File: src/rtl/tgr_pkg.sv
`default_nettype none

package tgr_pkg;

    // Field and register widths fixed by the interface.
    localparam int TIME_W     = 32;
    localparam int RADIUS_W   = 12;
    localparam int LIMIT_W    = 16;
    localparam int GAIN_W     = 12;
    localparam int OUT_W      = 16;
    localparam int CFG_DATA_W = 16;
    localparam int CFG_INDEX_W = 3;

    // Delta width of the queue entries; it holds the deltas of coordinates up to 16 bits.
    localparam int DELTA_MAX_W = 17;

    // Depth of the command queue between front and back.
    localparam int CMDQ_DEPTH = 2;

    // Configuration register indexes.
    typedef enum logic [CFG_INDEX_W-1:0] {
        CFG_MOVE_RADIUS   = 3'd0,
        CFG_MOVE_DEADZONE = 3'd1,
        CFG_LONG_PRESS    = 3'd2,
        CFG_TAP_LIMIT     = 3'd3,
        CFG_BASE_GAIN     = 3'd4
    } cfg_reg_t;

    // Result codes.
    localparam logic [1:0] EV_MOVE   = 2'd0;
    localparam logic [1:0] EV_DOWN   = 2'd1;
    localparam logic [1:0] EV_UP     = 2'd2;
    localparam logic [1:0] BTN_NONE  = 2'd0;
    localparam logic [1:0] BTN_LEFT  = 2'd1;
    localparam logic [1:0] BTN_RIGHT = 2'd2;

    // Move scaling. The acceleration 1 + 0.08*mag is (25 + 2*mag)/25, and the
    // Q4.8 gain adds a further 1/256, so the product is divided by 6400.
    localparam int SCALE_BIAS  = 25;
    localparam int FRAC_SHIFT  = 8;
    localparam int V_W         = 20;
    localparam int RECIP_W     = 21;
    localparam int RECIP_SHIFT = 25;
    localparam logic [RECIP_W-1:0] RECIP_25 = 21'd1342178;
    localparam int SAT_W = 28;
    localparam logic [SAT_W-1:0] SAT_POS_LIMIT = 28'd209715200;
    localparam logic [SAT_W-1:0] SAT_NEG_LIMIT = 28'd209721600;
    localparam logic [OUT_W-1:0] OUT_POS_MAX   = 16'd32767;
    localparam logic [OUT_W-1:0] OUT_NEG_MAG   = 16'd32768;

    typedef enum logic [1:0] {
        CMD_MOVE,
        CMD_LEFT,
        CMD_RIGHT
    } cmd_kind_t;

    typedef struct packed {
        cmd_kind_t                      kind;
        logic signed [DELTA_MAX_W-1:0]  dx;
        logic signed [DELTA_MAX_W-1:0]  dy;
    } cmd_t;

    typedef struct packed {
        logic [RADIUS_W-1:0] move_radius;
        logic [RADIUS_W-1:0] move_deadzone;
        logic [LIMIT_W-1:0]  long_press_limit_ms;
        logic [LIMIT_W-1:0]  tap_limit_ms;
    } front_cfg_t;

    typedef enum logic [1:0] {
        F_IDLE,
        F_DELTA,
        F_SQUARE,
        F_DECIDE
    } front_state_t;

    typedef enum logic [3:0] {
        B_IDLE,
        B_SQUARE,
        B_SUM,
        B_ROOT,
        B_SCALE,
        B_RECIP,
        B_FINISH,
        B_CLICK_DOWN,
        B_CLICK_UP
    } back_state_t;

endpackage

`default_nettype wire

File: src/rtl/tgr_cmd_fifo.sv
`default_nettype none

module tgr_cmd_fifo
    import tgr_pkg::*;
(
    input  wire logic clk,
    input  wire logic rst_n,
    input  wire logic push,
    input  cmd_t      push_cmd,
    output logic      full,
    input  wire logic pop,
    output cmd_t      pop_cmd,
    output logic      empty
);

    localparam int PTR_W = (CMDQ_DEPTH > 1) ? $clog2(CMDQ_DEPTH) : 1;
    localparam int CNT_W = $clog2(CMDQ_DEPTH + 1);

    cmd_t             mem_reg [CMDQ_DEPTH];
    logic [PTR_W-1:0] wr_ptr_reg;
    logic [PTR_W-1:0] rd_ptr_reg;
    logic [CNT_W-1:0] count_reg;

    assign full    = (count_reg == CNT_W'(CMDQ_DEPTH));
    assign empty   = (count_reg == '0);
    assign pop_cmd = mem_reg[rd_ptr_reg];

    function automatic logic [PTR_W-1:0] ptr_inc(input logic [PTR_W-1:0] p);
        logic [PTR_W-1:0] r;
        if (p == PTR_W'(CMDQ_DEPTH - 1))
        begin
            r = '0;
        end
        else
        begin
            r = p + PTR_W'(1);
        end
        return r;
    endfunction

    always_ff @(posedge clk)
    begin
        if (push)
        begin
            mem_reg[wr_ptr_reg] <= push_cmd;
        end
    end

    always_ff @(posedge clk or negedge rst_n)
    begin
        if (!rst_n)
        begin
            wr_ptr_reg <= '0;
            rd_ptr_reg <= '0;
            count_reg  <= '0;
        end
        else
        begin
            if (push)
            begin
                wr_ptr_reg <= ptr_inc(wr_ptr_reg);
            end
            if (pop)
            begin
                rd_ptr_reg <= ptr_inc(rd_ptr_reg);
            end
            if (push && !pop)
            begin
                count_reg <= count_reg + CNT_W'(1);
            end
            else if (pop && !push)
            begin
                count_reg <= count_reg - CNT_W'(1);
            end
        end
    end

    a_no_overflow: assert property (@(posedge clk) disable iff (!rst_n) push |-> !full)
        else $error("command pushed into a full queue");

    a_no_underflow: assert property (@(posedge clk) disable iff (!rst_n) pop |-> !empty)
        else $error("command popped from an empty queue");

    a_count_step: assert property (@(posedge clk) disable iff (!rst_n)
        (push && !pop) |=> (count_reg == $past(count_reg) + CNT_W'(1)))
        else $error("queue count did not follow a lone push");

endmodule

`default_nettype wire

File: config.mk
export PLATFORM = sky130hd
export DESIGN_NAME = tgr_cmd_fifo
export DESIGN_NICKNAME = d
export VERILOG_FILES = /design/src/rtl/tgr_pkg.sv /design/src/rtl/tgr_cmd_fifo.sv
export SDC_FILE = /design/constraint.sdc
export NUM_CORES = 1
export LEC_CHECK = 0
export BUFFER_PORTS_ARGS = -buffer_cell sky130_fd_sc_hd__buf_2
export CAP_MARGIN = 10
export CORE_MARGIN = 2
export CORE_UTILIZATION = 35
export CTS_CLUSTER_SIZE = 40
export DETAILED_ROUTE_END_ITERATION = 8
export GPL_ROUTABILITY_DRIVEN = 0
export PLACE_DENSITY_LB_ADDON = 0.12
export SLEW_MARGIN = 20
export SYNTH_ARGS = -nofsm -noshare
export SYNTH_HDL_FRONTEND = slang
export SYNTH_SLANG_ARGS = --single-unit
File: constraint.sdc
create_clock -name clk -period 6.99 [get_ports clk]
set_clock_uncertainty 0.1 [all_clocks]
set_input_delay 1.398 -clock clk [delete_from_list [all_inputs] [get_ports clk]]
set_output_delay 1.398 -clock clk [all_outputs]
set_load 0.01 [all_outputs]
==> results by group <==
Synth
  – Post-synth ARST share: 5.263%
  – Mapped Area: 2934 um^2
  – Register bit total from synthesis: 76
  – Avg Synthesized Cell Area: 22.92 um^2
  – Register area share after synthesis: between 70% and 80%
  – Post-synth top area cell: edfxtp_1
  – Top-count cell post-synth: edfxtp_1
  – Distinct cells, synth: 13
  – Number of flops mapped to enable cells by yosys: 72
  – Synth warnings: 0
  – Post-Syn Instances: 128
  – Area contributors post-synth: edfxtp_1 74%, mux2_4 15%, dfrtp_1 3.4%, mux2_2 2.7%, buf_12 2.0%
  – Most common flop cell mapped by yosys: edfxtp_1
  – Net count after synthesis: 169
  – Commonest cells in the netlist: 72 x edfxtp_1, 29 x mux2_4, 7 x mux2_2
  – Top cell type's share of synthesized area: 73.69%

Timing
  – RSZ-0062 raised after global routing: no
  – Final setup fails: 0
  – Min Tclk post-route: 3.261 ns
  – Slew margin rel.: 39.74%
  – Final Hold Viols: 0
  – Least-Margin Pin Slew: 0.9039 ns
  – Tcrit/Tclk final: between 40% and 50%
  – Final setup TNS: 0 ns
  – Fmax achieved: 306.7 MHz
  – Slew Viols, Final: 0

Min path
  – WHS Path Cells: 1
  – Hold WC Path Type: reg2reg

Detailed routing
  – Residual DRC: 0
  – Final WL: 4.833 mm
  – Vias/cell: 4.412
  – Iteration-0 DRC Markers: 37
  – WL per Instance: approximately 15 um
  – Final ANT Viol Nets: 0
  – Drt first pass iters: 4
  – Routed via count: 1425

Setup path
  – Worst setup path class: reg2out
  – CP max-delay cell: dfrtp_4
  – Worst-path fanout max: 37
  – Delay of the slowest critical-path stage: approximately 0.87 ns
  – Cells on worst reg2reg path: 1
  – WP data arrival: about 1.8 ns
  – Worst path cell trace: mux2_2 -> buf_2
  – CP top delay family: flip-flops
  – Critical path startpoint category: flop
  – CP required: 5.49 ns
  – CP Depth: 2
  – Bufs and invs on worst path: 1
  – CP endpoint kind: output pin

Pwr
  – Sequential share of power: 47.3%
  – Pint: 1.068 mW
  – P per Cell Area: approximately 400 nW/um^2
  – P_sw: 0.3967 mW
  – Leak: approximately 1.5 nW
  – Clk pwr share: 26.2%
  – Gate power share: roughly a quarter
  – Max IR drop VDD: 252.5 uV
  – Sw Ratio: 27.08%

Floorplan
  – Site row count: 33
  – IO Pins: 78
  – Core footprint: 8175 um^2
  – Die Span Y: 95.56 um
  – Starting Density: 35.89%
  – Die area: 9132 um^2
  – Die Wd: 95.56 um

GRT
  – Number of global-route vias before repair: 1456
  – Gr ovfl total: 0
  – First-pass GRT wire length: 6.975 mm
  – Largest net degree at the start of global routing: 38
  – Initial antenna violation count: 0
  – All-Layer GR Usage: 10.98%

CTS
  – Worst skew pair latency: 0.34 ns
  – Post-cts sizing count: 0
  – CTS hold repair buffers: 0
  – Maximum clock path buffer count: 2
  – CTS tree: yes
  – CTS Buf Count: 9
  – Num Clock Sinks: 76
  – Postcts setup bufs: 0
  – Root buffer cell: clkbuf_8
  – H-tree Lvls: 3
  – Clk pin slew, worst setup/hold paths: 0.08 ns

Place
  – Post-Place Cell Area: 3390 um^2
  – PortBufs: 77
  – Placed cells: 306
  – DPL Wire Length: 3.063 mm

Layout
  – Final std cells w/o fill: 323
  – Nets@finish: 254
  – Layout cells sized above 1: between 50% and 60%
  – Final instance area: 3642 um^2
  – Max FFs per register: a little over 70
  – Antenna diodes: 0
  – Area Overhead vs Synth: 24.14%

Job
  – Max Cap Viol: 0

Run status
  – Status: complete, no violations
[through the flow]
stage | hold slack [ns] | util, % | worst slack [ns] | total power, mW
global placement | 0.3719 | 41.46 | 3.833 | 1.086
finish | 0.4041 | 44.55 | 3.729 | 1.465
detailed placement | 0.3796 | 41.46 | 3.793 | 1.102
global route | 0.4186 | 44.55 | 3.626 | 1.540
CTS | 0.4021 | 44.28 | 3.404 | 1.488
floorplan | 0.3531 | - | 3.440 | 0.9858
[cell usage in the layout, fill, tap and decap left out]
master	instances
nor2b_1	1
clkinv_1	2
and2_2	1
xor2_1	4
buf_12	1
xnor2_1	1
dfrtp_4	1
buf_2	77
nor2b_4	1
mux2_4	29
nor2_1	2
ha_1	1
clkbuf_8	9
bufinv_16	3
clkbuf_1	1
dfrtp_1	3
inv_1	1
clkinv_2	1
edfxtp_1	72
mux2_2	7
[final timing paths]
path	end	start	slack, ns
min in group asynchronous	wr_ptr_reg$_DFFE_PN0P_	rst_n	0.75
min reg2reg	count_reg[1]$_DFFE_PN0P_	count_reg[1]$_DFFE_PN0P_	0.40
max	pop_cmd[15]	rd_ptr_reg$_DFFE_PN0P_	3.73
min	count_reg[1]$_DFFE_PN0P_	count_reg[1]$_DFFE_PN0P_	0.40
max reg2reg	mem_reg[1][27]$_DFFE_PP_	wr_ptr_reg$_DFFE_PN0P_	5.29
max in group asynchronous	rd_ptr_reg$_DFFE_PN0P_	rst_n	5.91
[metal layers]
metal	track usage, %	part of all wire, %	vias to the layer above
met2	18.65	53	48
met5	0	0	-
met1	11.43	38	704
met4	7.143	2.3	0
met3	3.874	6.2	10
li1	-	-	663
[cell type report]
cell class	count	area, um^2
Clock buffer	10	127.6
Clock inverter	6	102.6
Fill cell	756	4533
Inverter	1	3.754
Multi-Input combinational cell	47	605.6
Sequential cell	76	2266
Tap cell	105	131.4
Timing Repair Buffer	78	405.4
[cells by family (layout without fill, tap and decap cells)]
| group | count (synthesis) | in the layout | share of synthesized area [%] |
|---|---|---|---|
| xor+xnor | 5 | 5 | 1.492 |
| fa+ha+maj | 1 | 1 | 0.4264 |
| buf+inv | 5 | 95 | 2.559 |
| flops | 76 | 76 | 77.10 |
| mux | 36 | 36 | 17.53 |
| simple gates | 5 | 5 | 0.8957 |
[power groups by stage]
stage | Combinational [mW] | Clock (mW) | Sequential (mW)
after floorplan | 0.346 | 0 | 0.640
after global placement | 0.389 | 0 | 0.697
after detailed placement | 0.396 | 0 | 0.706
after CTS | 0.397 | 0.395 | 0.696
after global routing | 0.421 | 0.411 | 0.707
final | 0.389 | 0.383 | 0.693
No activity file was read; power rests on OpenSTA's default activity.
