==> src/rtl/tgr_pkg.sv <==
`default_nettype none

package tgr_pkg;

    // Field and register widths fixed by the interface.
    localparam int TIME_W     = 32;
    localparam int RADIUS_W   = 12;
    localparam int LIMIT_W    = 16;
    localparam int GAIN_W     = 12;
    localparam int OUT_W      = 16;
    localparam int CFG_DATA_W = 16;
    localparam int CFG_INDEX_W = 3;

    // Delta width of the queue entries; it holds the deltas of coordinates up to 16 bits.
    localparam int DELTA_MAX_W = 17;

    // Depth of the command queue between front and back.
    localparam int CMDQ_DEPTH = 2;

    // Configuration register indexes.
    typedef enum logic [CFG_INDEX_W-1:0] {
        CFG_MOVE_RADIUS   = 3'd0,
        CFG_MOVE_DEADZONE = 3'd1,
        CFG_LONG_PRESS    = 3'd2,
        CFG_TAP_LIMIT     = 3'd3,
        CFG_BASE_GAIN     = 3'd4
    } cfg_reg_t;

    // Result codes.
    localparam logic [1:0] EV_MOVE   = 2'd0;
    localparam logic [1:0] EV_DOWN   = 2'd1;
    localparam logic [1:0] EV_UP     = 2'd2;
    localparam logic [1:0] BTN_NONE  = 2'd0;
    localparam logic [1:0] BTN_LEFT  = 2'd1;
    localparam logic [1:0] BTN_RIGHT = 2'd2;

    // Move scaling. The acceleration 1 + 0.08*mag is (25 + 2*mag)/25, and the
    // Q4.8 gain adds a further 1/256, so the product is divided by 6400.
    localparam int SCALE_BIAS  = 25;
    localparam int FRAC_SHIFT  = 8;
    localparam int V_W         = 20;
    localparam int RECIP_W     = 21;
    localparam int RECIP_SHIFT = 25;
    localparam logic [RECIP_W-1:0] RECIP_25 = 21'd1342178;
    localparam int SAT_W = 28;
    localparam logic [SAT_W-1:0] SAT_POS_LIMIT = 28'd209715200;
    localparam logic [SAT_W-1:0] SAT_NEG_LIMIT = 28'd209721600;
    localparam logic [OUT_W-1:0] OUT_POS_MAX   = 16'd32767;
    localparam logic [OUT_W-1:0] OUT_NEG_MAG   = 16'd32768;

    typedef enum logic [1:0] {
        CMD_MOVE,
        CMD_LEFT,
        CMD_RIGHT
    } cmd_kind_t;

    typedef struct packed {
        cmd_kind_t                      kind;
        logic signed [DELTA_MAX_W-1:0]  dx;
        logic signed [DELTA_MAX_W-1:0]  dy;
    } cmd_t;

    typedef struct packed {
        logic [RADIUS_W-1:0] move_radius;
        logic [RADIUS_W-1:0] move_deadzone;
        logic [LIMIT_W-1:0]  long_press_limit_ms;
        logic [LIMIT_W-1:0]  tap_limit_ms;
    } front_cfg_t;

    typedef enum logic [1:0] {
        F_IDLE,
        F_DELTA,
        F_SQUARE,
        F_DECIDE
    } front_state_t;

    typedef enum logic [3:0] {
        B_IDLE,
        B_SQUARE,
        B_SUM,
        B_ROOT,
        B_SCALE,
        B_RECIP,
        B_FINISH,
        B_CLICK_DOWN,
        B_CLICK_UP
    } back_state_t;

endpackage

`default_nettype wire

==> src/rtl/tgr_back.sv <==
`default_nettype none

module tgr_back
    import tgr_pkg::*;
#(
    parameter int COORD_BITS = 12
)
(
    input  wire logic              clk,
    input  wire logic              rst_n,
    input  wire logic              q_empty,
    output logic                   pop,
    input  cmd_t                   pop_cmd,
    input  wire logic [GAIN_W-1:0] base_gain,
    output logic                   out_valid,
    input  wire logic              out_ready,
    output logic [1:0]             event_kind,
    output logic signed [OUT_W-1:0] move_dx,
    output logic signed [OUT_W-1:0] move_dy,
    output logic [1:0]             button_id,
    output logic                   last_of_run
);

    localparam int CW  = COORD_BITS;
    localparam int DW  = CW + 1;
    localparam int RB  = CW + 1;
    localparam int M2W = 2 * RB;
    localparam int SQW = 2 * CW;
    localparam int AW  = CW + GAIN_W;
    localparam int FW  = CW + 3;
    localparam int PW  = AW + FW;
    localparam int QW  = V_W + RECIP_W;
    localparam logic [M2W-1:0] ROOT_BIT0 = {2'b01, {(M2W - 2){1'b0}}};

    back_state_t state_reg, state_next;

    logic signed [DW-1:0] dx_reg, dy_reg;
    logic [1:0]           btn_reg;
    logic [SQW-1:0]       sqx_reg, sqy_reg;
    logic [AW-1:0]        ax_reg, ay_reg;
    logic [M2W-1:0]       rad_reg, root_reg, bit_reg;
    logic [PW-1:0]        px_reg, py_reg;
    logic                 satx_reg, saty_reg;
    logic [QW-1:0]        qpx_reg, qpy_reg;

    logic                 out_valid_reg;
    logic [1:0]           kind_reg;
    logic [OUT_W-1:0]     mdx_reg, mdy_reg;
    logic [1:0]           btn_out_reg;
    logic                 last_reg;

    logic                 negx, negy;
    logic [DW-1:0]        adx_full, ady_full;
    logic [CW-1:0]        adx, ady;
    logic [M2W-1:0]       trial;
    logic [FW-1:0]        factor;
    logic [SAT_W-1:0]     limx, limy;
    logic [OUT_W-1:0]     magx, magy, ox, oy;
    logic                 slot_free;

    logic                 out_load;
    logic [1:0]           kind_next;
    logic [OUT_W-1:0]     mdx_next, mdy_next;
    logic [1:0]           btn_out_next;
    logic                 last_next;

    assign negx     = dx_reg[DW-1];
    assign negy     = dy_reg[DW-1];
    assign adx_full = negx ? DW'(-dx_reg) : DW'(dx_reg);
    assign ady_full = negy ? DW'(-dy_reg) : DW'(dy_reg);
    assign adx      = adx_full[CW-1:0];
    assign ady      = ady_full[CW-1:0];
    assign trial    = root_reg + bit_reg;
    assign factor   = FW'(SCALE_BIAS) + FW'({root_reg[RB-1:0], 1'b0});
    assign limx     = negx ? SAT_NEG_LIMIT : SAT_POS_LIMIT;
    assign limy     = negy ? SAT_NEG_LIMIT : SAT_POS_LIMIT;
    assign slot_free = !out_valid_reg || out_ready;

    // Final magnitude, saturation and the minimum one-unit move.
    always_comb
    begin
        magx = satx_reg ? (negx ? OUT_NEG_MAG : OUT_POS_MAX) : qpx_reg[RECIP_SHIFT +: OUT_W];
        magy = saty_reg ? (negy ? OUT_NEG_MAG : OUT_POS_MAX) : qpy_reg[RECIP_SHIFT +: OUT_W];
        ox   = negx ? (OUT_W'(0) - magx) : magx;
        oy   = negy ? (OUT_W'(0) - magy) : magy;
        if ((ox == '0) && (oy == '0))
        begin
            ox = negx ? '1 : ((dx_reg != '0) ? OUT_W'(1) : '0);
            oy = negy ? '1 : ((dy_reg != '0) ? OUT_W'(1) : '0);
        end
    end

    always_comb
    begin
        state_next = state_reg;
        case (state_reg)
            B_IDLE:
            begin
                if (!q_empty)
                begin
                    state_next = (pop_cmd.kind == CMD_MOVE) ? B_SQUARE : B_CLICK_DOWN;
                end
            end
            B_SQUARE:
            begin
                state_next = B_SUM;
            end
            B_SUM:
            begin
                state_next = B_ROOT;
            end
            B_ROOT:
            begin
                if (bit_reg == '0)
                begin
                    state_next = B_SCALE;
                end
            end
            B_SCALE:
            begin
                state_next = B_RECIP;
            end
            B_RECIP:
            begin
                state_next = B_FINISH;
            end
            B_FINISH:
            begin
                if (slot_free)
                begin
                    state_next = B_IDLE;
                end
            end
            B_CLICK_DOWN:
            begin
                if (slot_free)
                begin
                    state_next = B_CLICK_UP;
                end
            end
            B_CLICK_UP:
            begin
                if (slot_free)
                begin
                    state_next = B_IDLE;
                end
            end
            default:
            begin
                state_next = B_IDLE;
            end
        endcase
    end

    always_comb
    begin
        pop          = 1'b0;
        out_load     = 1'b0;
        kind_next    = EV_MOVE;
        mdx_next     = '0;
        mdy_next     = '0;
        btn_out_next = BTN_NONE;
        last_next    = 1'b1;
        case (state_reg)
            B_IDLE:
            begin
                pop = !q_empty;
            end
            B_FINISH:
            begin
                out_load = slot_free;
                mdx_next = ox;
                mdy_next = oy;
            end
            B_CLICK_DOWN:
            begin
                out_load     = slot_free;
                kind_next    = EV_DOWN;
                btn_out_next = btn_reg;
                last_next    = 1'b0;
            end
            B_CLICK_UP:
            begin
                out_load     = slot_free;
                kind_next    = EV_UP;
                btn_out_next = btn_reg;
            end
            default:
            begin
            end
        endcase
    end

    always_ff @(posedge clk)
    begin
        case (state_reg)
            B_IDLE:
            begin
                dx_reg  <= pop_cmd.dx[DW-1:0];
                dy_reg  <= pop_cmd.dy[DW-1:0];
                btn_reg <= (pop_cmd.kind == CMD_LEFT) ? BTN_LEFT : BTN_RIGHT;
            end
            B_SQUARE:
            begin
                sqx_reg <= adx * adx;
                sqy_reg <= ady * ady;
                ax_reg  <= adx * base_gain;
                ay_reg  <= ady * base_gain;
            end
            B_SUM:
            begin
                rad_reg  <= M2W'(sqx_reg) + M2W'(sqy_reg);
                root_reg <= '0;
                bit_reg  <= ROOT_BIT0;
            end
            B_ROOT:
            begin
                if (bit_reg != '0)
                begin
                    if (rad_reg >= trial)
                    begin
                        rad_reg  <= rad_reg - trial;
                        root_reg <= (root_reg >> 1) + bit_reg;
                    end
                    else
                    begin
                        root_reg <= root_reg >> 1;
                    end
                    bit_reg <= bit_reg >> 2;
                end
            end
            B_SCALE:
            begin
                px_reg <= ax_reg * factor;
                py_reg <= ay_reg * factor;
            end
            B_RECIP:
            begin
                satx_reg <= px_reg >= PW'(limx);
                saty_reg <= py_reg >= PW'(limy);
                qpx_reg  <= px_reg[FRAC_SHIFT +: V_W] * RECIP_25;
                qpy_reg  <= py_reg[FRAC_SHIFT +: V_W] * RECIP_25;
            end
            default:
            begin
            end
        endcase
        if (out_load)
        begin
            kind_reg    <= kind_next;
            mdx_reg     <= mdx_next;
            mdy_reg     <= mdy_next;
            btn_out_reg <= btn_out_next;
            last_reg    <= last_next;
        end
    end

    always_ff @(posedge clk or negedge rst_n)
    begin
        if (!rst_n)
        begin
            state_reg     <= B_IDLE;
            out_valid_reg <= 1'b0;
        end
        else
        begin
            state_reg <= state_next;
            if (out_load)
            begin
                out_valid_reg <= 1'b1;
            end
            else if (out_ready)
            begin
                out_valid_reg <= 1'b0;
            end
        end
    end

    assign out_valid   = out_valid_reg;
    assign event_kind  = kind_reg;
    assign move_dx     = mdx_reg;
    assign move_dy     = mdy_reg;
    assign button_id   = btn_out_reg;
    assign last_of_run = last_reg;

endmodule

`default_nettype wire
==> config.mk <==
export PLATFORM = sky130hd
export DESIGN_NAME = tgr_back
export DESIGN_NICKNAME = d
export VERILOG_FILES = /design/src/rtl/tgr_pkg.sv /design/src/rtl/tgr_back.sv
export SDC_FILE = /design/constraint.sdc
export NUM_CORES = 2
export LEC_CHECK = 0
export BUFFER_PORTS_ARGS = -buffer_cell sky130_fd_sc_hd__buf_2
export CAP_MARGIN = 10
export CORE_MARGIN = 3
export CORE_UTILIZATION = 40
export DETAILED_ROUTE_END_ITERATION = 16
export MAX_ROUTING_LAYER = met4
export PLACE_DENSITY = 0.65
export SLEW_MARGIN = 15
export SYNTH_ARGS = -nofsm -noshare
export SYNTH_HDL_FRONTEND = slang
export SYNTH_SLANG_ARGS = --single-unit
==> constraint.sdc <==
create_clock -name clk -period 12.2 [get_ports clk]
set_input_delay 1.22 -clock clk [delete_from_list [all_inputs] [get_ports clk]]
set_output_delay 1.22 -clock clk [all_outputs]
set_load 0.005 [all_outputs]
==> flow_summary.json <==
{
  "place_area_sq_um": 72700,
  "seqCellArea_sq_um": 10200,
  "ys_seq_elements": 341,
  "synth_cells": 7149,
  "setup_tns_ps": 0,
  "die_w_um": 424,
  "reg2reg_slack_ps": 3000,
  "synth_nets": 9413,
  "synth_top_area_share": 0.348,
  "crit_path_end_kind": "flip-flop",
  "track_usage": 0.189,
  "clkLatencyLatePin_ps": 640,
  "antenna_found_initial": 10,
  "start_kind": "flip-flop",
  "syn_avg_cell_area_sq_um": 9.76,
  "nets": 9356,
  "ioPinCount": 91,
  "worst_hold_slack_ps": 409,
  "routabilityCongestion": 0.895,
  "port_buffers": 82,
  "fillers": 16400,
  "start_util": 0.404,
  "timing.rr.start": "dx_reg[0]",
  "multiInputGateArea_sq_um": 53500,
  "wire_per_inst_um": 17.0,
  "maxCapViolCount": 0,
  "antenna_left": 0,
  "numCtsBuffers": 44,
  "die_area_sq_um": 179000,
  "cts_resized": 0,
  "grt_pass1_wl_um": 269000,
  "drc": 0,
  "cts_tree": "done",
  "synth_top_cell_by_area": "fa_1",
  "rows": 152,
  "outcome": "finished clean",
  "max_freq_mhz": 109,
  "async_flop_share": 0.0147,
  "period_needed_ps": 9200,
  "ys_warn_count": 0,
  "finish.utilization": 0.431,
  "core_sq_um": 172000,
  "clk_path_buf_depth": 3,
  "via_per_inst": 5.12,
  "finalSetupViolations": 0,
  "grt_overflow": 0,
  "routed_wl_um": 161000,
  "clock_skew_ps": 24.6,
  "critPathKind": "flip-flop to flip-flop",
  "synth_ff_type": "edfxtp_1",
  "r2r_cells": 26,
  "grt_pass1_vias": 52000,
  "ys_seq_area_frac": 0.146,
  "cts_setup_buffers": 0,
  "synth.area.top_cells": "fa_1 (35%), ha_1 (18%), edfxtp_1 (14%), inv_1 (7.7%), nand2_1 (4.3%)",
  "path_clk_slew_ps": 70,
  "htreeDepth": 2,
  "ctsHoldBuffers": 0,
  "critical_path_required_ps": 12580,
  "dr.first_iter.drc_count": 2762,
  "cp.arrival_ps": 9580,
  "relSlewSlack": 0.267,
  "vias": 48400,
  "critPathMaxFanout": 16,
  "worstMarginPinSlew_ps": 1100,
  "drive_gt1_frac": 0.0377,
  "synth_edf_count": 336,
  "die_y_um": 424,
  "stdcell_area_sq_um": 74300,
  "finalCritPeriodShare": 0.754,
  "hold_class": "primary input to async pin",
  "drv_slew": 0,
  "hold_viol": 0,
  "dpl.hpwl_um": 128000,
  "cts_sinks": 341,
  "dr.pass1.iters": 6,
  "synth_area_sq_um": 69800,
  "synth_cell_type_count": 94,
  "final_cell_mix": "inv_1 (1426), fa_1 (1213), ha_1 (999), nand2_1 (801), nor2_1 (351)",
  "rsz0062_at_grt": "false",
  "rr_endpoint": "sqx_reg[22]",
  "syn2layout_area_growth_pct": 6.51,
  "grt_max_degree": 79,
  "final_common_cell": "inv_1",
  "cts_root_buffer": "clkbuf_16"
}
-- worst max-delay path, cell delays in order, from the launching register on --
cell and delay (ps):
edfxtp_1 610, inv_1 460, ha_1 260, nand2_1 70, or3_1 320, or3_1 370
and2_1 190, xnor2_1 770, inv_1 610, nand2_1 220, fa_1 500, fa_1 530
inv_1 60, fa_1 530, inv_1 50, fa_1 470, inv_1 50, fa_1 430
ha_1 240, or3_1 370, o21ai_0 120, o31ai_1 160, o41a_1 350, and4_1 200
a2111oi_0 660, a21oi_1 170, xor2_1 170
-- final cells by class --
class,count,area share
antenna,9,0.000303
timing repair buffer,132,0.0106
inverter,1434,0.0725
sequential,341,0.137
multi-input combinational,5139,0.720
tap,2310,0.0389
clock inverter,34,0.00529
clock buffer,48,0.0153
-- metrics by stage --
| step | setup slack (ps) | cells |
|---|---|---|
| final | 3000 | 9447 |
| after global routing | 2310 | 9447 |
| after CTS | 2980 | 9438 |
| after detailed placement | 3000 | 9356 |
| after global placement | 3010 | 9356 |
| after floorplan | 4360 | 7149 |
-- per-layer routing --
metal  part of all wire  vias to the layer above  GRT usage  routed length, um
met2               0.46                     1268      0.303              74600
met1               0.45                    24300      0.252              71700
li1                   -                    22600          -                  -
met5                  0                        -          -                  0
met4              0.025                        0     0.0469               3950
met3              0.064                      248     0.0292              10200
-- cells in the mapped netlist, types with 13 or more instances --
cell type	instances
inv_1	1426
fa_1	1213
ha_1	999
nand2_1	801
nor2_1	353
edfxtp_1	336
and2_1	295
clkbuf_1	223
a21oi_1	205
xnor2_1	200
o21ai_0	142
xor2_1	107
a21o_1	82
nor3_1	68
nand2b_1	67
nor2b_1	63
nand3_1	56
a31oi_1	47
o21a_1	40
a211oi_1	31
o21bai_1	28
nor4_1	27
or3_1	25
and3_1	24
nand4_1	24
mux2i_1	16
o211ai_1	16
o31ai_1	13
-- worst max path at each step --
stage	slack [ps]	end	depth (start not counted)	start
floorplan	4360	px_reg[36]	29	root_reg[2]
global placement	3010	sqx_reg[22]	26	dx_reg[0]
detailed placement	3000	sqx_reg[22]	26	dx_reg[0]
CTS	2980	sqx_reg[22]	26	dx_reg[0]
global route	2310	sqx_reg[22]	26	dx_reg[0]
finish	3000	sqx_reg[22]	26	dx_reg[0]
-- logic make-up after synthesis --
group	Yosys count	synth area share
flip-flops	341	0.146
adder cells (fa/ha/maj)	2212	0.527
buffers and inverters	1669	0.0901
multiplexers	19	0.00289
XOR/XNOR	307	0.0385
AND/OR/NAND/NOR	1856	0.125
AO/OA/AOI/OAI	745	0.0698
Power is not shown: default switching activity piles up to over one toggle a cycle in this logic, so the estimate is an artifact.
