$ cat src/rtl/tgr_pkg.sv
`default_nettype none

package tgr_pkg;

    // Field and register widths fixed by the interface.
    localparam int TIME_W     = 32;
    localparam int RADIUS_W   = 12;
    localparam int LIMIT_W    = 16;
    localparam int GAIN_W     = 12;
    localparam int OUT_W      = 16;
    localparam int CFG_DATA_W = 16;
    localparam int CFG_INDEX_W = 3;

    // Delta width of the queue entries; it holds the deltas of coordinates up to 16 bits.
    localparam int DELTA_MAX_W = 17;

    // Depth of the command queue between front and back.
    localparam int CMDQ_DEPTH = 2;

    // Configuration register indexes.
    typedef enum logic [CFG_INDEX_W-1:0] {
        CFG_MOVE_RADIUS   = 3'd0,
        CFG_MOVE_DEADZONE = 3'd1,
        CFG_LONG_PRESS    = 3'd2,
        CFG_TAP_LIMIT     = 3'd3,
        CFG_BASE_GAIN     = 3'd4
    } cfg_reg_t;

    // Result codes.
    localparam logic [1:0] EV_MOVE   = 2'd0;
    localparam logic [1:0] EV_DOWN   = 2'd1;
    localparam logic [1:0] EV_UP     = 2'd2;
    localparam logic [1:0] BTN_NONE  = 2'd0;
    localparam logic [1:0] BTN_LEFT  = 2'd1;
    localparam logic [1:0] BTN_RIGHT = 2'd2;

    // Move scaling. The acceleration 1 + 0.08*mag is (25 + 2*mag)/25, and the
    // Q4.8 gain adds a further 1/256, so the product is divided by 6400.
    localparam int SCALE_BIAS  = 25;
    localparam int FRAC_SHIFT  = 8;
    localparam int V_W         = 20;
    localparam int RECIP_W     = 21;
    localparam int RECIP_SHIFT = 25;
    localparam logic [RECIP_W-1:0] RECIP_25 = 21'd1342178;
    localparam int SAT_W = 28;
    localparam logic [SAT_W-1:0] SAT_POS_LIMIT = 28'd209715200;
    localparam logic [SAT_W-1:0] SAT_NEG_LIMIT = 28'd209721600;
    localparam logic [OUT_W-1:0] OUT_POS_MAX   = 16'd32767;
    localparam logic [OUT_W-1:0] OUT_NEG_MAG   = 16'd32768;

    typedef enum logic [1:0] {
        CMD_MOVE,
        CMD_LEFT,
        CMD_RIGHT
    } cmd_kind_t;

    typedef struct packed {
        cmd_kind_t                      kind;
        logic signed [DELTA_MAX_W-1:0]  dx;
        logic signed [DELTA_MAX_W-1:0]  dy;
    } cmd_t;

    typedef struct packed {
        logic [RADIUS_W-1:0] move_radius;
        logic [RADIUS_W-1:0] move_deadzone;
        logic [LIMIT_W-1:0]  long_press_limit_ms;
        logic [LIMIT_W-1:0]  tap_limit_ms;
    } front_cfg_t;

    typedef enum logic [1:0] {
        F_IDLE,
        F_DELTA,
        F_SQUARE,
        F_DECIDE
    } front_state_t;

    typedef enum logic [3:0] {
        B_IDLE,
        B_SQUARE,
        B_SUM,
        B_ROOT,
        B_SCALE,
        B_RECIP,
        B_FINISH,
        B_CLICK_DOWN,
        B_CLICK_UP
    } back_state_t;

endpackage

`default_nettype wire

$ cat src/rtl/tgr_front.sv
`default_nettype none

module tgr_front
    import tgr_pkg::*;
#(
    parameter int COORD_BITS = 12
)
(
    input  wire logic                  clk,
    input  wire logic                  rst_n,
    input  wire logic                  in_valid,
    output logic                       in_ready,
    input  wire logic                  touched,
    input  wire logic [COORD_BITS-1:0] pos_x,
    input  wire logic [COORD_BITS-1:0] pos_y,
    input  wire logic [TIME_W-1:0]     time_ms,
    input  front_cfg_t                 cfg,
    output logic                       push,
    output cmd_t                       push_cmd,
    input  wire logic                  q_full
);

    localparam int CW   = COORD_BITS;
    localparam int DW   = CW + 1;
    localparam int SQW  = 2 * CW;
    localparam int MW   = SQW + 1;
    localparam int RRW  = 2 * RADIUS_W;
    localparam int CMPW = (MW > RRW) ? MW : RRW;
    localparam int AW   = (CW > RADIUS_W) ? CW : RADIUS_W;

    front_state_t state_reg, state_next;

    logic                 touched_reg;
    logic [CW-1:0]        x_reg, y_reg;
    logic [TIME_W-1:0]    now_reg;
    logic                 pressed_reg, pressed_next;
    logic                 tap_reg, tap_next;
    logic                 rc_reg, rc_next;
    logic [TIME_W-1:0]    start_reg;
    logic [CW-1:0]        prev_x_reg, prev_y_reg;
    logic signed [DW-1:0] sum_x_reg, sum_y_reg;
    logic signed [DW-1:0] dx_reg, dy_reg;
    logic [TIME_W-1:0]    held_reg;
    logic [SQW-1:0]       sqx_reg, sqy_reg;
    logic [RRW-1:0]       rr_reg;

    logic signed [DW-1:0]   dx_new, dy_new;
    logic signed [2*DW-1:0] prod_x, prod_y;
    logic [DW-1:0]          adx_full, ady_full;
    logic                   small_x, small_y;
    logic                   moved;
    logic                   rc_fire;
    logic                   need_push;
    cmd_kind_t              kind;
    logic                   go;

    assign dx_new = signed'({1'b0, x_reg}) - signed'({1'b0, prev_x_reg});
    assign dy_new = signed'({1'b0, y_reg}) - signed'({1'b0, prev_y_reg});
    assign prod_x = sum_x_reg * sum_x_reg;
    assign prod_y = sum_y_reg * sum_y_reg;

    assign adx_full = dx_reg[DW-1] ? DW'(-dx_reg) : DW'(dx_reg);
    assign ady_full = dy_reg[DW-1] ? DW'(-dy_reg) : DW'(dy_reg);
    assign small_x  = AW'(adx_full[CW-1:0]) < AW'(cfg.move_deadzone);
    assign small_y  = AW'(ady_full[CW-1:0]) < AW'(cfg.move_deadzone);
    assign moved    = (CMPW'(sqx_reg) + CMPW'(sqy_reg)) > CMPW'(rr_reg);
    assign rc_fire  = !rc_reg && (held_reg >= TIME_W'(cfg.long_press_limit_ms));

    // Decision for a sample of an active press.
    always_comb
    begin
        need_push    = 1'b0;
        kind         = CMD_MOVE;
        tap_next     = tap_reg;
        rc_next      = rc_reg;
        pressed_next = pressed_reg;
        if (moved)
        begin
            tap_next = 1'b0;
            if (!touched_reg)
            begin
                pressed_next = 1'b0;
            end
            else if (!(small_x && small_y))
            begin
                need_push = 1'b1;
            end
        end
        else
        begin
            if (rc_fire)
            begin
                rc_next   = 1'b1;
                tap_next  = 1'b0;
                need_push = 1'b1;
                kind      = CMD_RIGHT;
            end
            if (!touched_reg)
            begin
                if (tap_reg && !rc_fire && (held_reg < TIME_W'(cfg.tap_limit_ms)))
                begin
                    need_push = 1'b1;
                    kind      = CMD_LEFT;
                end
                tap_next     = 1'b0;
                pressed_next = 1'b0;
            end
        end
    end

    assign go = !need_push || !q_full;

    always_comb
    begin
        state_next = state_reg;
        case (state_reg)
            F_IDLE:
            begin
                if (in_valid)
                begin
                    state_next = F_DELTA;
                end
            end
            F_DELTA:
            begin
                state_next = pressed_reg ? F_SQUARE : F_IDLE;
            end
            F_SQUARE:
            begin
                state_next = F_DECIDE;
            end
            F_DECIDE:
            begin
                if (go)
                begin
                    state_next = F_IDLE;
                end
            end
            default:
            begin
                state_next = F_IDLE;
            end
        endcase
    end

    always_comb
    begin
        in_ready      = (state_reg == F_IDLE);
        push          = (state_reg == F_DECIDE) && need_push && !q_full;
        push_cmd.kind = kind;
        push_cmd.dx   = DELTA_MAX_W'(dx_reg);
        push_cmd.dy   = DELTA_MAX_W'(dy_reg);
    end

    always_ff @(posedge clk)
    begin
        case (state_reg)
            F_IDLE:
            begin
                if (in_valid)
                begin
                    touched_reg <= touched;
                    x_reg       <= pos_x;
                    y_reg       <= pos_y;
                    now_reg     <= time_ms;
                end
            end
            F_DELTA:
            begin
                if (!pressed_reg)
                begin
                    if (touched_reg)
                    begin
                        start_reg  <= now_reg;
                        prev_x_reg <= x_reg;
                        prev_y_reg <= y_reg;
                        sum_x_reg  <= '0;
                        sum_y_reg  <= '0;
                    end
                end
                else
                begin
                    held_reg <= now_reg - start_reg;
                    if (touched_reg)
                    begin
                        prev_x_reg <= x_reg;
                        prev_y_reg <= y_reg;
                        sum_x_reg  <= sum_x_reg + dx_new;
                        sum_y_reg  <= sum_y_reg + dy_new;
                        dx_reg     <= dx_new;
                        dy_reg     <= dy_new;
                    end
                    else
                    begin
                        dx_reg <= '0;
                        dy_reg <= '0;
                    end
                end
            end
            F_SQUARE:
            begin
                sqx_reg <= prod_x[SQW-1:0];
                sqy_reg <= prod_y[SQW-1:0];
                rr_reg  <= cfg.move_radius * cfg.move_radius;
            end
            default:
            begin
            end
        endcase
    end

    always_ff @(posedge clk or negedge rst_n)
    begin
        if (!rst_n)
        begin
            state_reg   <= F_IDLE;
            pressed_reg <= 1'b0;
            tap_reg     <= 1'b0;
            rc_reg      <= 1'b0;
        end
        else
        begin
            state_reg <= state_next;
            if ((state_reg == F_DELTA) && !pressed_reg && touched_reg)
            begin
                pressed_reg <= 1'b1;
                tap_reg     <= 1'b1;
                rc_reg      <= 1'b0;
            end
            else if ((state_reg == F_DECIDE) && go)
            begin
                pressed_reg <= pressed_next;
                tap_reg     <= tap_next;
                rc_reg      <= rc_next;
            end
        end
    end

endmodule

`default_nettype wire

$ cat config.mk
export PLATFORM = sky130hd
export DESIGN_NAME = tgr_front
export DESIGN_NICKNAME = d
export VERILOG_FILES = /design/src/rtl/tgr_pkg.sv /design/src/rtl/tgr_front.sv
export SDC_FILE = /design/constraint.sdc
export NUM_CORES = 1
export LEC_CHECK = 0
export ABC_AREA = 1
export BUFFER_PORTS_ARGS = -buffer_cell sky130_fd_sc_hd__buf_2
export CAP_MARGIN = 30
export CORE_MARGIN = 3
export CORE_UTILIZATION = 52
export DETAILED_ROUTE_END_ITERATION = 8
export PLACE_DENSITY = 0.71
export REMOVE_ABC_BUFFERS = 1
export SYNTH_ARGS = -nofsm -noshare
export SYNTH_HDL_FRONTEND = slang
export SYNTH_SLANG_ARGS = --single-unit
export TNS_END_PERCENT = 5
$ cat constraint.sdc
create_clock -name clk -period 7.89 [get_ports clk]
set_input_delay 1.1835 -clock clk [delete_from_list [all_inputs] [get_ports clk]]
set_output_delay 1.1835 -clock clk [all_outputs]
set_load 0.05 [all_outputs]
==> results of run 1 <==
==> path summary, 6_finish.rpt <==
path                                endpoint  slack [ns]          start
worst max-delay path             sqy_reg[23]        1.81  sum_y_reg[12]
worst min-delay path             pressed_reg        0.39          rst_n
worst max register to register   sqy_reg[23]        1.81  sum_y_reg[12]
worst min register to register  start_reg[3]        0.45     now_reg[3]
max in group asynchronous             rc_reg        7.36          rst_n
min in group clk                start_reg[3]        0.45     now_reg[3]
==> kinds of logic (layout without fill, tap and decap cells) <==
logic type	count (synthesis)	after routing
compound gates	418	418
xor+xnor	181	181
simple gates	838	838
flops	271	271
fa+ha+maj	720	720
buf+inv	911	1073
==> synth_stat cells, types with 8 or more instances <==
cell type  instances  area, µm²
buf_4              8       60.1
xor2_1           112        981
nand4_1           22        138
a31oi_1            8       50.1
nand2_1          530       1990
o21a_1            12       90.1
clkbuf_1          46        173
nand3_1           62        310
a21oi_1          217       1090
a21o_1            15        113
o21ai_1            8       40.0
o21ai_0           97        485
inv_1            849       3190
xnor2_1           69        604
nor3_1            21        105
a21oi_2            9       78.8
nor2_1           161        604
fa_1             346       6930
ha_1             374       4680
edfxtp_1         266       7990
o21bai_1          17        128
==> metrics by stage <==
stage | instances | setup WS, ns | hold slack [ns] | instance area [µm²] | utilization
6_report | 4266 | 1.81 | 0.394 | 33200 | 0.572
5_1_grt | 4266 | 1.40 | 0.378 | 33200 | 0.572
4_1_cts | 4266 | 1.78 | 0.368 | 33200 | 0.572
3_5_place_dp | 4209 | 1.81 | 0.443 | 32200 | 0.555
3_3_place_gp | 4209 | 1.89 | 0.430 | 32200 | 0.555
2_1_floorplan | 3282 | 2.33 | 0.426 | 30400 | -
==> per-layer routing <==
metal	share of wire	up-vias	global-route usage
li1	-	10700	-
met4	0.019	8	0.0404
met3	0.066	84	0.0430
met2	0.48	484	0.351
met1	0.44	10200	0.272
met5	0.00076	-	0
==> cell type report <==
cell class	count	area share
multi-input cells	2157	0.575
flip-flops and latches	271	0.244
inverters	854	0.0965
well taps	765	0.0288
repair buffers	162	0.0250
clock buffers	40	0.0244
clock inverters	17	0.00561
==> metrics.cfg, run 1 <==
[synthesis]
synth-edff-count = 266
synth_adder_area_share = 0.379
synth-seq-cells = 271
synth_ff_type = edfxtp_1
syn_inst = 3339
avgSynthCellArea_um2 = 9.18
synth_top_family_by_area = adder cells
synth_compound_area_frac = 0.0780
synth_mux_area_frac = 0
async_flop_share = 0.0185
synth_xor_area_frac = 0.0517
synth_simple_gate_area_frac = 0.114
syn_area_um2 = 30600
ys_types = 61
synth_warnings = 0
seq_area_frac_synth = 0.265

[detailed_routing]
drt-wirelength-per-cell_um = 14.7
drt_pass1_iterations = 5
viasPerCell = 5.03
drc = 0
first_iter_violations = 1129
wl_um = 62800
route.vias.total = 21500
drt.antenna.violating_nets = 0

[setup_path]
crit_type = flip-flop to flip-flop
start_kind = flip-flop
crit_required_ns = 8.23
crit_chain = nand2_1 -> fa_1 -> fa_1 -> inv_1 -> fa_1 -> fa_1 -> fa_1 -> ha_1 -> ha_1 -> nand2_1 -> nor2_1 -> nand4_1 -> o21ai_0 -> nand3_1 -> nand2_1 -> a21oi_1 -> nor2_1 -> nor2_1 -> xor2_1
reg2regPathDepth = 19
crit_cells = 19
cp_max_fo = 18
cp.buffers_inverters = 1
critPathCaptureType = flip-flop
cpMostUsedCell = fa_1
cp.arrival_ns = 6.41
critical-path-top-delay-family = adder cells
max_stage_delay_ns = 0.80
crit_slowest_cell = edfxtp_1

[finish]
final_common_cell = inv_1
drive_gt1_frac = 0.0765
multiInputGateArea_um2 = 19100
fin_nets = 4314
num_antenna_cells = 0
layout_common_cells = inv_1, nand2_1, ha_1
fillers = 5073
area_delta_synth_final_pct = 8.38
seqCellArea_um2 = 8110

[clock_tree]
clockRootBuffer = clkbuf_16
tritoncts = done
cts_sinks = 271
h-tree-depth = 1
numCtsBuffers = 31
ctsResizeCount = 0
clk_pin_slew_ns = 0.06
cts_setup_buffers = 0
clk_path_buf_depth = 3
postCtsHoldBufs = 0
insertion_delay_ns = 0.60

[floorplanning]
num_rows = 88
core_area_um2 = 58000
fp.dieW_um = 249
die-area_um2 = 61900
die_h_um = 249
ios = 155
start_util = 0.528

[timing]
slew_headroom = 0.378
hold_viol = 0
skew_ns = 0.0162
finalCriticalPeriod_ns = 6.08
timing.final.crit_share = 0.770
slew_viol_final = 0
grt_setup_unrepaired = false
worst_slew_pin_slew_ns = 0.933
setup_viol = 0
fmax_mhz = 165
fin_tns_setup_ns = 0

[placed_design]
globalplace.congestion = 0.900
portBuffers = 154
dpl.hpwl_um = 52400

[flow_run]
drv_cap = 0

[run_status]
status = complete, no violations

[worst_hold_path]
hp-class = input port to async pin

[global_route]
grt_pass1_wl_um = 105000
grt_overflow_total = 0
grtUsageTotal = 0.205
grt_max_degree = 70
grt_pass1_vias = 21900
grt_antenna_before_repair = 5

Power of run 1 is left out: the tool's default activity adds up to more than one toggle a clock period on the data nets, which glitch-free logic cannot reach.
==> inputs of run 2 (changes only) <==
--- a/config.mk
+++ b/config.mk
@@ -11,7 +11,7 @@
 export CORE_MARGIN = 3
 export CORE_UTILIZATION = 52
 export DETAILED_ROUTE_END_ITERATION = 8
-export PLACE_DENSITY = 0.71
+export PLACE_DENSITY = 0.74
 export REMOVE_ABC_BUFFERS = 1
 export SYNTH_ARGS = -nofsm -noshare
 export SYNTH_HDL_FRONTEND = slang
==> constraint.sdc (replaced) <==
create_clock -name clk -period 5.2 [get_ports clk]
set_input_delay 0.78 -clock clk [delete_from_list [all_inputs] [get_ports clk]]
set_output_delay 0.78 -clock clk [all_outputs]
set_load 0.05 [all_outputs]
==> metrics.cfg, run 2 (synthesis gave the netlist of run 1 again) <==
[setup_path]
cp_max_fo = 8  ; was 18
cp.arrival_ns = 5.68  ; was 6.41 ns
critPathCaptureType = flip-flop  ; unchanged
crit_type = flip-flop to flip-flop  ; unchanged
reg2regPathDepth = 19  ; unchanged
start_kind = flip-flop  ; unchanged
crit_required_ns = 5.52  ; was 8.23 ns

[flow_run]
drv_cap = 0  ; unchanged

[detailed_routing]
drc = 0  ; unchanged
top_layer = met5  ; unchanged
wl_met3_um = 4190  ; was 4120 µm
wl_met2_um = 34600  ; was 30000 µm
drt-wirelength-per-cell_um = 15.2  ; was 14.7 µm
route.vias.total = 23300  ; was 21500
drt_pass1_iterations = 5  ; unchanged
drt.antenna.violating_nets = 0  ; unchanged
met1_length_um = 29000  ; was 27400 µm
first_iter_violations = 1168  ; was 1129
viasPerCell = 5.07  ; was 5.03
wl_um = 69800  ; was 62800 µm

[global_route]
grt_max_degree = 52  ; was 70
grt_overflow_total = 0  ; unchanged
grt_pass1_vias = 24100  ; was 21900
grt_pass1_wl_um = 114000  ; was 105000 µm
grtUsageTotal = 0.223  ; was 0.205
grt_antenna_before_repair = 2  ; was 5

[timing]
slew_headroom = 0.385  ; was 0.378
setup_viol = 13  ; was 0
fmax_mhz = 187  ; was 165 MHz
finalCriticalPeriod_ns = 5.36  ; was 6.08 ns
hold_viol = 0  ; unchanged
slew_viol_final = 0  ; unchanged
worst_slew_pin_slew_ns = 0.923  ; was 0.933 ns
grt_setup_unrepaired = true  ; was false
setup_ws_ns = -0.160  ; was 1.81 ns
fin_tns_setup_ns = -1.21  ; was 0 ns
hold_slack_ns = 0.369  ; was 0.394 ns
timing.final.crit_share = 1.03  ; was 0.770
skew_ns = 0.0270  ; was 0.0162 ns

[finish]
area_delta_synth_final_pct = 20.2  ; was 8.38%
drive_gt1_frac = 0.194  ; was 0.0765
fin_nets = 4646  ; was 4314
layout_common_cells = inv_1, nand2_1, ha_1  ; unchanged
fillers = 4484  ; was 5073
seqCellArea_um2 = 8110  ; unchanged
final_common_cell = inv_1  ; unchanged
multiInputGateArea_um2 = 19900  ; was 19100 µm²

[clock_tree]
tritoncts = done  ; unchanged
cts_sinks = 271  ; unchanged
h-tree-depth = 1  ; unchanged
clockRootBuffer = clkbuf_16  ; unchanged
clk_pin_slew_ns = 0.07  ; was 0.06 ns
clk_path_buf_depth = 3  ; unchanged
insertion_delay_ns = 0.59  ; was 0.60 ns
numCtsBuffers = 31  ; unchanged

[worst_hold_path]
hp-class = input port to flip-flop  ; was input port to async pin
hold_path_depth = 1

[floorplanning]
fp.dieW_um = 249  ; unchanged
core_area_um2 = 58000  ; unchanged
num_rows = 88  ; unchanged
die_h_um = 249  ; unchanged
ios = 155  ; unchanged
start_util = 0.528  ; unchanged
die-area_um2 = 61900  ; unchanged

[run_status]
status = finished, violations left  ; was complete, no violations
violations = negative setup slack

[placed_design]
dpl.hpwl_um = 56200  ; was 52400 µm
portBuffers = 154  ; unchanged
globalplace.congestion = 0.912  ; was 0.900

## run 2: changes by cell type in the layout (fill, tap and decap cells not counted), moves of 19 or more
cell	change
ha_4	+35
buf_4	+306
a21oi_2	+27
ha_1	-39
buf_6	+19
a21oi_1	-28
## run 2: worst max-delay path: stages (launching register included)
cell	delay, ns
edfxtp_1	0.56
buf_4	0.22
nand2_1	0.06
inv_1	0.08
fa_1	0.54
inv_1	0.05
fa_1	0.52
fa_1	0.46
fa_1	0.55
inv_1	0.05
fa_1	0.47
ha_1	0.31
ha_1	0.36
nand2_1	0.14
o21ai_0	0.12
a21oi_1	0.18
o21ai_2	0.09
nand3_1	0.08
nand2_1	0.06
xor2_1	0.16
## run 2: repair_timing
| action | CTS | global route |
|---|---|---|
| pin swaps | 43 | 54 |
| endpoints found under the hold margin | 3 | 0 |
| setup endpoints to repair | 21 | 26 |
| setup buffers | 40 | 8 |
| gates resized for setup | 91 | 88 |
| hold buffers | 1 | 0 |
| cloned | 0 | 0 |
## run 2: per-layer routing
layer,vias to the layer above,track usage
met5,-,0
met4,2,0.0632
met3,143,0.0353
met2,618,0.393
met1,11200,0.284
li1,11400,-
## run 2: final cells by class
class                   instances  area share
diodes                          1   0.0000680
clock buffers                  32      0.0212
clock inverters                24      0.0102
inverters                     854      0.0872
multi-input cells            2157       0.540
flip-flops and latches        271       0.220
well taps                     765      0.0260
repair buffers                494      0.0948
## run 2: path summary, 6_finish.rpt
path	start	to	slack [ns]
max in group asynchronous	rst_n	tap_reg	4.48
worst min register to register	now_reg[0]	start_reg[0]	0.45
worst min-delay path	time_ms[0]	now_reg[0]	0.37
worst max-delay path	sum_x_reg[11]	sqx_reg[23]	-0.16
worst max register to register	sum_x_reg[11]	sqx_reg[23]	-0.16
min in group asynchronous	rst_n	state_reg[0]	0.57
## run 2: per-stage QoR
stage          setup WS, ns  utilization  area (µm²)  cells
2_1_floorplan        -0.359            -       30400   3282
4_1_cts             -0.0901        0.626       36300   4588
6_report             -0.160        0.635       36800   4598
5_1_grt              -0.417        0.634       36800   4597
3_5_place_dp         -0.274        0.593       34400   4491
3_3_place_gp         -0.209        0.592       34300   4489
Power of run 2 is left out for the same reason.
==> inputs of run 3 (changes only) <==
--- a/config.mk
+++ b/config.mk
@@ -13,6 +13,7 @@
 export DETAILED_ROUTE_END_ITERATION = 8
 export PLACE_DENSITY = 0.74
 export REMOVE_ABC_BUFFERS = 1
+export SKIP_CTS_REPAIR_TIMING = 1
 export SYNTH_ARGS = -nofsm -noshare
 export SYNTH_HDL_FRONTEND = slang
 export SYNTH_SLANG_ARGS = --single-unit
==> metrics.cfg, run 3 (synthesis gave the netlist of run 1 again) <==
[floorplanning]
die_h_um = 249  ; unchanged
fp.dieW_um = 249  ; unchanged
start_util = 0.528  ; unchanged
core_area_um2 = 58000  ; unchanged
die-area_um2 = 61900  ; unchanged
num_rows = 88  ; unchanged
ios = 155  ; unchanged

[placed_design]
globalplace.congestion = 0.912  ; unchanged
dpl.hpwl_um = 56200  ; unchanged
placed_cell_area_um2 = 34400  ; unchanged
portBuffers = 154  ; unchanged

[timing]
slew_headroom = 0.380  ; was 0.385
skew_ns = 0.0274  ; was 0.0270 ns
setup_viol = 15  ; was 13
grt_setup_unrepaired = true  ; unchanged
slew_viol_final = 0  ; unchanged
hold_slack_ns = 0.0135  ; was 0.369 ns
hold_viol = 0  ; unchanged
timing.final.crit_share = 1.04  ; was 1.03
fmax_mhz = 185  ; was 187 MHz
setup_ws_ns = -0.217  ; was -0.160 ns
worst_slew_pin_slew_ns = 0.929  ; was 0.923 ns
fin_tns_setup_ns = -1.30  ; was -1.21 ns
finalCriticalPeriod_ns = 5.42  ; was 5.36 ns

[global_route]
grt_overflow_total = 0  ; unchanged
grt.met2_usage = 0.381  ; was 0.393
use_met1 = 0.278  ; was 0.284
grt_antenna_before_repair = 2  ; unchanged
grt_max_degree = 52  ; unchanged
grtUsageTotal = 0.216  ; was 0.223
grt_busiest_layer = met2  ; unchanged
gr-usage-met3 = 0.0347  ; was 0.0353
grt_pass1_vias = 23600  ; was 24100
grt_pass1_wl_um = 111000  ; was 114000 µm

[clock_tree]
h-tree-depth = 1  ; unchanged
cts_sinks = 271  ; unchanged
tritoncts = done  ; unchanged
clk_pin_slew_ns = 0.07  ; about the same
insertion_delay_ns = 0.59  ; about the same
clockRootBuffer = clkbuf_16  ; unchanged
clk_path_buf_depth = 3  ; unchanged
numCtsBuffers = 31  ; unchanged

[finish]
fillers = 4552  ; was 4484
fin_nets = 4626  ; was 4646
final_common_cell = inv_1  ; unchanged
drive_gt1_frac = 0.184  ; was 0.194
postLayoutCoreUtil = 0.628  ; was 0.635
final_area_um2 = 36500  ; was 36800 µm²
layout_common_cells = inv_1, nand2_1, ha_1  ; unchanged
area_delta_synth_final_pct = 19.0  ; was 20.2%

[setup_path]
crit_chain = buf_6 -> nand2_4 -> xor2_1 -> ha_1 -> inv_2 -> fa_1 -> inv_2 -> fa_1 -> fa_1 -> fa_1 -> fa_2 -> ha_4 -> nand2_2 -> nor2_2 -> nand3_1 -> nand3_2 -> nand3_2 -> nand2_2 -> nand2_2 -> nand2_2 -> a21oi_2 -> o21bai_1 -> xor2_1  ; was buf_4 -> nand2_1 -> inv_1 -> fa_1 -> inv_1 -> fa_1 -> fa_1 -> fa_1 -> inv_1 -> fa_1 -> ha_1 -> ha_1 -> nand2_1 -> o21ai_0 -> a21oi_1 -> o21ai_2 -> nand3_1 -> nand2_1 -> xor2_1
r2r_slack_ns = -0.22  ; was -0.16 ns
cp_max_fo = 8  ; unchanged
crit_required_ns = 5.53  ; was 5.52 ns
critical-path-top-delay-family = adder cells  ; unchanged
reg2regPathDepth = 23  ; was 19
start_kind = flip-flop  ; unchanged
max_stage_delay_ns = 0.57  ; was 0.56 ns
critPathCaptureType = flip-flop  ; unchanged
r2r_end = sqx_reg[22]  ; was sqx_reg[23]
r2r_start = sum_x_reg[11]  ; unchanged
crit_cells = 23  ; was 19
crit_slowest_cell = edfxtp_1  ; unchanged
crit_type = flip-flop to flip-flop  ; unchanged
cp.buffers_inverters = 3  ; was 4
cp.arrival_ns = 5.75  ; was 5.68 ns

[detailed_routing]
drt_pass1_iterations = 5  ; unchanged
route.vias.total = 23100  ; was 23300
drt.antenna.violating_nets = 0  ; unchanged
drc = 0  ; unchanged
drt-wirelength-per-cell_um = 14.9  ; was 15.2 µm
wl_um = 68400  ; was 69800 µm
first_iter_violations = 1097  ; was 1168
viasPerCell = 5.05  ; was 5.07

[worst_hold_path]
hp-class = input port to async pin  ; was input port to flip-flop

[run_status]
violations = negative setup slack  ; unchanged
status = finished, violations left  ; unchanged

[flow_run]
drv_cap = 0  ; unchanged

==> run 3: worst register-to-register path, stage by stage (launching register included) <==
cell and delay [ns]:
edfxtp_1 0.57, buf_6 0.17, nand2_4 0.05, xor2_1 0.14, ha_1 0.30, inv_2 0.04, fa_1 0.51, inv_2 0.04
fa_1 0.56, fa_1 0.46, fa_1 0.56, fa_2 0.47, ha_4 0.32, nand2_2 0.05, nor2_2 0.11, nand3_1 0.12
nand3_2 0.11, nand3_2 0.08, nand2_2 0.07, nand2_2 0.06, nand2_2 0.07, a21oi_2 0.05, o21bai_1 0.16, xor2_1 0.08
==> run 3: metrics by stage <==
step	setup slack [ns]	instances
after floorplan	-0.359	3282
after global placement	-0.209	4489
after detailed placement	-0.274	4491
after CTS	-0.279	4547
after global routing	-0.433	4577
final	-0.217	4578
==> run 3: layer usage <==
metal,part of all wire,vias to the layer above
li1,-,11400
met5,0.00019,-
met3,0.057,141
met2,0.49,562
met4,0.027,2
met1,0.42,11100
==> run 3: worst max path at each step <==
| stage | from | slack (ns) | end |
|---|---|---|---|
| floorplan | sum_x_reg[12] | -0.36 | sqx_reg[21] |
| CTS | sum_x_reg[12] | -0.28 | sqx_reg[23] |
| finish | sum_x_reg[11] | -0.22 | sqx_reg[22] |
| global placement | sum_y_reg[6] | -0.21 | sqy_reg[23] |
| global route | sum_x_reg[11] | -0.43 | sqx_reg[22] |
| detailed placement | sum_y_reg[6] | -0.27 | sqy_reg[23] |
==> run 3: area by class of cell <==
cell class | count | area [µm²] | share of cell area
clock buffer | 32 | 779 | 0.0214
antenna | 1 | 2.50 | 0.0000686
multi-input combinational | 2157 | 19700 | 0.541
inverter | 854 | 3210 | 0.0879
clock inverter | 24 | 374 | 0.0103
timing repair buffer | 474 | 3310 | 0.0907
sequential | 271 | 8110 | 0.223
tap | 765 | 957 | 0.0263
Power of run 3 is left out for the same reason.
